`src/sv/sorted_set_insert_select_core_macros.svh`:
```
// assertion macros for the sorted set core
// expects clk and arst_n in the scope where a macro is used
`ifndef SORTED_SET_INSERT_SELECT_CORE_MACROS_SVH
`define SORTED_SET_INSERT_SELECT_CORE_MACROS_SVH

// same-cycle implication, disabled during reset
`define SSIS_ASSERT_NOW(lbl, ante, cons, msg) \
	lbl: assert property (@(posedge clk) disable iff (!arst_n) (ante) |-> (cons)) \
		else $error(msg);

// next-cycle implication, disabled during reset
`define SSIS_ASSERT_NEXT(lbl, ante, cons, msg) \
	lbl: assert property (@(posedge clk) disable iff (!arst_n) (ante) |=> (cons)) \
		else $error(msg);

`endif

```
`src/sv/ssis_pkg.sv`:
```
// shared types and codes of the sorted set insert / select core
// no dependencies
package ssis_pkg;

	localparam int DEPTH_DEF = 64;

	// func codes
	localparam logic [1:0] FUNC_INSERT   = 2'd0;
	localparam logic [1:0] FUNC_SEL_HALF = 2'd1;
	localparam logic [1:0] FUNC_SEL_POS  = 2'd2;

	// status codes
	localparam logic [1:0] STAT_OK    = 2'd0;
	localparam logic [1:0] STAT_DUP   = 2'd1;
	localparam logic [1:0] STAT_FULL  = 2'd2;
	localparam logic [1:0] STAT_EMPTY = 2'd3;

	localparam int HELD_W = 7;

	typedef struct packed {
		logic [1:0]         func;
		logic signed [31:0] value;
		logic [7:0]         count_arg;
	} item_t;

	typedef struct packed {
		logic signed [31:0]  selected;
		logic [1:0]          status;
		logic [HELD_W-1:0]   held;
	} result_t;

endpackage

```
`src/sv/sorted_set_insert_select_core.sv`:
```
// sorted set of distinct signed 32-bit values with insert and positional select
// depends on ssis_pkg and sorted_set_insert_select_core_macros.svh
//
//  channel  | valid         | stall         | payload
//  ---------+---------------+---------------+-------------------------------
//  item     | item_valid    | item_stall    | item   (func, value, count_arg)
//  result   | result_valid  | result_stall  | result (selected, status, held)
//
// one item at a time; the values live in one DEPTH x 32 memory (registered read)
// insert: scan up to the insert point, top-down shift of the entries from there up,
//   write, finish
// select: accept with read, capture, finish; other codes and a select on an empty set: accept, finish
// reset clears the fill count, state and valid flags but not the memory; memory contents need no clearing pass
// a stalled result beat blocks only the next finish, never the next item
`include "sorted_set_insert_select_core_macros.svh"

module sorted_set_insert_select_core #(
	parameter int DEPTH = ssis_pkg::DEPTH_DEF
) (
	input  logic             clk,
	input  logic             arst_n,
	input  logic             item_valid,
	output logic             item_stall,
	input  ssis_pkg::item_t  item,
	output logic             result_valid,
	input  logic             result_stall,
	output ssis_pkg::result_t result
);
	import ssis_pkg::*;

	localparam int AW = $clog2(DEPTH);
	localparam int CW = $clog2(DEPTH + 1);
	localparam int PW = (CW > 8) ? CW : 8;

	typedef enum logic [2:0] {
		ST_IDLE,
		ST_SCAN,
		ST_SHIFT,
		ST_PUT,
		ST_SEL,
		ST_FIN
	} state_t;

	state_t state_q;

	// value memory, one write and one registered read port
	logic signed [31:0] mem [DEPTH];
	logic signed [31:0] rd_data_s1;
	logic               rd_en;
	logic [AW-1:0]      rd_addr;
	logic               wr_en;
	logic [AW-1:0]      wr_addr;
	logic signed [31:0] wr_data;

	// control and item registers
	logic [CW-1:0]      count_q;
	logic signed [31:0] val_q;
	logic [CW-1:0]      issue_q;   // next scan address
	logic [CW-1:0]      pos_q;     // insert position
	logic [CW-1:0]      left_q;    // shift reads still to issue
	logic [AW-1:0]      src_q;     // next shift source address
	logic               rdv_s1;    // a read is in flight
	logic [AW-1:0]      rdidx_s1;  // its address
	logic signed [31:0] res_sel_q;
	logic [1:0]         res_stat_q;
	logic               out_valid_q;
	result_t            out_q;

	logic item_acc;
	logic out_free;

	// select position
	logic [7:0]    half;
	logic [7:0]    sel_raw;
	logic [CW-1:0] last_idx;
	logic [AW-1:0] sel_addr;

	// scan results
	logic          scan_dup;
	logic          scan_stop;
	logic [CW-1:0] scan_pos;

	assign item_stall   = (state_q != ST_IDLE);
	assign item_acc     = item_valid && !item_stall;
	assign out_free     = !out_valid_q || !result_stall;
	assign result_valid = out_valid_q;
	assign result       = out_q;

	// half select: max(count_arg/2 - 1, 0); position select: count_arg; clamp to last
	always_comb begin
		half     = {1'b0, item.count_arg[7:1]};
		sel_raw  = (item.func == FUNC_SEL_HALF) ? ((half != 8'd0) ? half - 8'd1 : 8'd0)
			: item.count_arg;
		last_idx = count_q - CW'(1);
		if (PW'(sel_raw) > PW'(last_idx)) begin
			sel_addr = AW'(last_idx);
		end else begin
			sel_addr = AW'(sel_raw);
		end
	end

	// compare stage of the upward scan
	always_comb begin
		scan_dup  = 1'b0;
		scan_stop = 1'b0;
		scan_pos  = count_q;
		if (rdv_s1) begin
			if (rd_data_s1 == val_q) begin
				scan_dup = 1'b1;
			end else if (rd_data_s1 > val_q) begin
				scan_stop = 1'b1;
				scan_pos  = CW'(rdidx_s1);
			end
		end else if (issue_q == count_q) begin
			// every stored value is smaller: append
			scan_stop = 1'b1;
		end
	end

	// memory port control
	always_comb begin
		rd_en   = 1'b0;
		rd_addr = '0;
		wr_en   = 1'b0;
		wr_addr = '0;
		wr_data = val_q;
		unique case (state_q)
			ST_IDLE: begin
				if (item_acc && (item.func == FUNC_SEL_HALF || item.func == FUNC_SEL_POS)
						&& count_q != '0) begin
					rd_en   = 1'b1;
					rd_addr = sel_addr;
				end
			end
			ST_SCAN: begin
				if (issue_q < count_q) begin
					rd_en   = 1'b1;
					rd_addr = issue_q[AW-1:0];
				end
			end
			ST_SHIFT: begin
				if (left_q != '0) begin
					rd_en   = 1'b1;
					rd_addr = src_q;
				end
				// entry moves up by one
				if (rdv_s1) begin
					wr_en   = 1'b1;
					wr_addr = rdidx_s1 + AW'(1);
					wr_data = rd_data_s1;
				end
			end
			ST_PUT: begin
				wr_en   = 1'b1;
				wr_addr = pos_q[AW-1:0];
				wr_data = val_q;
			end
			ST_SEL, ST_FIN: begin
			end
			default: begin
			end
		endcase
	end

	always_ff @(posedge clk) begin
		if (wr_en) begin
			mem[wr_addr] <= wr_data;
		end
		if (rd_en) begin
			rd_data_s1 <= mem[rd_addr];
		end
	end

	always_ff @(posedge clk or negedge arst_n) begin
		if (!arst_n) begin
			state_q     <= ST_IDLE;
			count_q     <= '0;
			out_valid_q <= 1'b0;
			rdv_s1      <= 1'b0;
			issue_q     <= '0;
			left_q      <= '0;
		end else begin
			// the finish state reloads the output register itself
			if (out_valid_q && !result_stall && state_q != ST_FIN) begin
				out_valid_q <= 1'b0;
			end
			unique case (state_q)
				ST_IDLE: begin
					if (item_acc) begin
						val_q     <= item.value;
						res_sel_q <= '0;
						priority if (item.func == FUNC_INSERT) begin
							res_stat_q <= STAT_OK;
							if (count_q == '0) begin
								pos_q   <= '0;
								state_q <= ST_PUT;
							end else begin
								issue_q <= '0;
								rdv_s1  <= 1'b0;
								state_q <= ST_SCAN;
							end
						end else if (item.func == FUNC_SEL_HALF
								|| item.func == FUNC_SEL_POS) begin
							if (count_q == '0) begin
								res_stat_q <= STAT_EMPTY;
								state_q    <= ST_FIN;
							end else begin
								res_stat_q <= STAT_OK;
								state_q    <= ST_SEL;
							end
						end else begin
							// unused code: no change, plain ok
							res_stat_q <= STAT_OK;
							state_q    <= ST_FIN;
						end
					end
				end
				ST_SEL: begin
					res_sel_q <= rd_data_s1;
					state_q   <= ST_FIN;
				end
				ST_SCAN: begin
					// nothing stays in flight once the scan ends
					rdv_s1   <= rd_en && !scan_dup && !scan_stop;
					rdidx_s1 <= rd_addr;
					if (rd_en) begin
						issue_q <= issue_q + CW'(1);
					end
					priority if (scan_dup) begin
						res_stat_q <= STAT_DUP;
						state_q    <= ST_FIN;
					end else if (scan_stop) begin
						pos_q  <= scan_pos;
						if (count_q >= CW'(DEPTH)) begin
							res_stat_q <= STAT_FULL;
							state_q    <= ST_FIN;
						end else if (scan_pos == count_q) begin
							state_q <= ST_PUT;
						end else begin
							left_q  <= count_q - scan_pos;
							src_q   <= AW'(count_q - CW'(1));
							state_q <= ST_SHIFT;
						end
					end
				end
				ST_SHIFT: begin
					rdv_s1   <= rd_en;
					rdidx_s1 <= rd_addr;
					if (rd_en) begin
						left_q <= left_q - CW'(1);
						src_q  <= src_q - AW'(1);
					end
					if (left_q == '0 && !rdv_s1) begin
						state_q <= ST_PUT;
					end
				end
				ST_PUT: begin
					count_q <= count_q + CW'(1);
					state_q <= ST_FIN;
				end
				ST_FIN: begin
					if (out_free) begin
						out_q.selected <= res_sel_q;
						out_q.status   <= res_stat_q;
						out_q.held     <= HELD_W'(count_q);
						out_valid_q    <= 1'b1;
						state_q        <= ST_IDLE;
					end
				end
				default: begin
					state_q <= ST_IDLE;
				end
			endcase
		end
	end

	// checks
	`SSIS_ASSERT_NOW(a_count_bound, 1'b1, count_q <= CW'(DEPTH), "fill count past depth")
	`SSIS_ASSERT_NOW(a_wr_state, wr_en, state_q == ST_SHIFT || state_q == ST_PUT, "stray write")
	`SSIS_ASSERT_NOW(a_no_collide, wr_en && rd_en, wr_addr != rd_addr, "read/write same entry")
	`SSIS_ASSERT_NEXT(a_acc_busy, item_acc, state_q != ST_IDLE, "accepted item lost")

endmodule

```
`config.mk`:
```
export PLATFORM = sky130hd
export DESIGN_NAME = sorted_set_insert_select_core
export DESIGN_NICKNAME = d
export VERILOG_FILES = /design/src/sv/ssis_pkg.sv /design/src/sv/sorted_set_insert_select_core.sv
export VERILOG_INCLUDE_DIRS = /design/src /design/src/sv
export SDC_FILE = /design/constraint.sdc
export NUM_CORES = 2
export LEC_CHECK = 0
export BUFFER_PORTS_ARGS = -buffer_cell sky130_fd_sc_hd__clkbuf_2
export CORE_MARGIN = 5
export CORE_UTILIZATION = 30
export DETAILED_ROUTE_END_ITERATION = 12
export PLACE_DENSITY = 0.52
export SKIP_CTS_REPAIR_TIMING = 1
export SYNTH_ARGS = -nofsm -noshare
export SYNTH_HDL_FRONTEND = slang
export SYNTH_SLANG_ARGS = --single-unit
export TNS_END_PERCENT = 30
```
`constraint.sdc`:
```
create_clock -name clk -period 8 [get_ports clk]
set_clock_uncertainty 0.05 [all_clocks]
set_input_delay 1.6 -clock clk [delete_from_list [all_inputs] [get_ports clk]]
set_output_delay 1.6 -clock clk [all_outputs]
set_load 0.01 [all_outputs]
```
==> key figures <==
Power and ir drop
  • Leakage Power: around 0.035 uW
  • VDD IR-drop max: slightly above 0.0004 V
  • Pwr Density: 393 nW/um^2

Clock network
  • CTS clock-pin slew for the worst setup and hold paths: 0.06 ns
  • CTS max path bufs: 3
  • CTS Sinks: between 2000 and 2500
  • Root Buffer: clkbuf_16
  • CTS tree: built
  • Clock Latency Late Sink: around 0.90 ns
  • H-tree levels: 4
  • TritonCTS buffer count: 226

Route
  • Avg Vias per Cell: 5.26
  • Initial DRT Pass Iterations: 6
  • Initial drt markers: ~6400
  • DR vias: 55200
  • WL final: between 200 and 300 mm
  • Routed length per instance: 26.3 um
  • Routed Antenna Nets: 0
  • Final routed DRC violation total: 0

Die
  • Full die area: around 310000 sq um
  • Std cell rows: 199
  • Die Wd: 554 um
  • Chip height: approximately 550 um
  • I/O pin cnt: between 80 and 90
  • Starting Density: 0.302
  • Core area: between 200000 and 300000 sq um

Timing
  • Fmax: between 100 and 150 MHz
  • Final Slew Violations: 0
  • Period minus WS final: 7.17 ns
  • Slew HR: 0.0441
  • Setup TNS: 0 ns
  • Final hold viol count: 0
  • RSZ-0062 raised after global routing: no
  • Crit share post-route: 0.896
  • Final-report setup violation count: 0
  • WHS: 0.364 ns
  • Measured slew at the worst slew-check pin: about 1.4 ns

Logic synthesis
  • Flops & latches, synth: ~2200
  • Post-synth top cells: 2205 x edfxtp_1, 1305 x nand2_1, 303 x a21oi_1
  • Seq/Total Area, Yosys: 0.752
  • Synth Flop Type: edfxtp_1
  • Mapped Area: just under 90000 sq um
  • Count leader, synth: edfxtp_1
  • Post-synth EDFFs: about 2200
  • Ranking of synthesized cells by area: edfxtp_1 74%, nand2_1 5.5%, mux2i_1 2.9%
  • Async SR Flop Fraction: 0.0117
  • Synthesized instance count: slightly above 6000
  • Yosys warning count: 0
  • Cell taking the most area after synthesis: edfxtp_1
  • Synth top area share: 0.745
  • Synthesized area per cell: ~14 sq um
  • Net Count, Synth: 6305
  • Synth cell types: a little over 70

Global routing
  • Initial antenna violation count: 22
  • Pin count of the biggest net entering global routing: between 100 and 150
  • Gr usage total: 0.174
  • Grt ovf: 0
  • Global-route wire length before repair: 393 mm
  • Vias in the first global route: between 50000 and 60000

Layout
  • Fill cells: around 28000
  • P&R area growth vs syn: 16.1%
  • Share of cells above drive strength 1: 0.123
  • Nets: roughly 6500
  • Post-route cell area: roughly 100000 sq um

Setup path
  • Worst setup SP type: input port
  • Max FO, Critical Path: 47
  • Worst Setup End Kind: flip-flop
  • Critical Path AT: 7.72 ns
  • Critical setup path kind: in2reg
  • Required @ worst endpoint: 8.55 ns

Placed design
  • Placer congestion estimate: a little over 0.8
  • Placed cell area: a little under 100000 sq um
  • Port Buf Inserts: roughly 90
  • Dpl hpwl: approximately 160 mm

Flow run
  • Max Cap Viol: 0

Hold path
  • Hold crit path type: reg2reg

Status
  • Status: completed
## registers in the layout (all words and copies together), names as in the netlist, 2 cells and up
name        cells
rdidx_s1        6
count_q         7
src_q           6
mem          2048
result         41
state_q         3
rd_data_s1     32
pos_q           6
res_stat_q      2
res_sel_q      32
left_q          7
val_q          32
issue_q         7
## power breakdown
group          switching (uW)  internal (uW)  total, uW
clock network            4530           5730      10300
logic                   10900           4480      15400
registers                 473          14500      14900
total                   15900          24700      40600
## cell usage in the layout, fill, tap and decap left out, drive strengths merged, types with 8 or more instances in the layout
master / n
a2111oi: 64
a211oi: 154
a21o: 19
a21oi: 303
a22o: 8
a22oi: 24
a311oi: 40
a31oi: 164
a32oi: 71
and2: 10
and3: 222
buf: 272
bufinv: 16
clkbuf: 376
clkinv: 105
dfrtp: 26
edfxtp: 2205
ha: 63
inv: 72
mux2: 17
mux2i: 254
nand2: 1305
nand3: 198
nand4: 42
nor2: 141
nor2b: 10
nor3: 19
nor4: 45
o21ai: 118
o22ai: 102
or3: 10
or4: 8
xnor2: 17
xor2: 9
## worst max-delay path, cell delays in order
cell and delay (ns):
clkbuf_2 0.14, nor3_1 0.38, nand3_1 0.29, a32o_1 0.36, ha_1 0.30, a21o_1 0.19, a21oi_1 0.17, o221ai_1 0.23
a21o_1 0.23, a221oi_1 0.26, and2_4 0.52, buf_4 0.59, nor2_4 0.18, buf_12 0.24, a2111oi_0 1.15, o21ai_0 0.44
and3_1 0.31
## path summary, 6_finish.rpt
kind                                    start        endpoint  slack, ns  cells past startpoint
worst max-delay path                  item[5]  rd_data_s1[18]       0.83                     17
worst min-delay path            res_sel_q[19]      result[28]       0.36                      0
worst max register to register     count_q[0]  rd_data_s1[18]       1.04                     16
worst min register to register  res_sel_q[19]      result[28]       0.36                      0
max in group asynchronous              arst_n      count_q[4]       6.84                      2
min in group asynchronous              arst_n    result_valid       0.73                      2
## layer usage
metal / global-route usage / up-vias / wire length (um)
met5: 0 / - / 60
li1: - / 24100 / -
met2: 0.273 / 2413 / 126000
met1: 0.246 / 28400 / 119000
met4: 0.0444 / 8 / 6500
met3: 0.0362 / 357 / 24300
## metrics by stage
step / utilization / power (uW) / instances / setup WS, ns
final: 0.350 / 40600 / 10500 / 0.829
after global placement: 0.326 / 30400 / 10100 / 0.124
after floorplan: - / 24000 / 6195 / 2.25
after CTS: 0.350 / 40700 / 10500 / 1.01
after global routing: 0.350 / 42400 / 10500 / 0.680
after detailed placement: 0.326 / 30500 / 10100 / 0.0866
## cell families (layout without fill, tap and decap cells)
logic type | after synthesis | in the layout | share of synthesized area
flops | 2231 | 2231 | 0.752
fa+ha+maj | 64 | 64 | 0.00909
simple gates | 2036 | 2036 | 0.100
buf+inv | 454 | 845 | 0.0232
xor+xnor | 26 | 26 | 0.00256
other cells | 0 | 1 | 0
mux | 271 | 271 | 0.0308
compound gates | 1113 | 1113 | 0.0817
## cell type report
cell class	instances	area [sq um]	area share
clock buffer	286	5880	0.0570
sequential	2231	66900	0.648
multi-input combinational	3510	21000	0.203
tap	3919	4900	0.0475
antenna	1	2.50	0.0000243
clock inverter	128	1280	0.0124
inverter	69	277	0.00268
timing repair buffer	362	3020	0.0292
No activity file was read; power rests on OpenSTA's default activity.
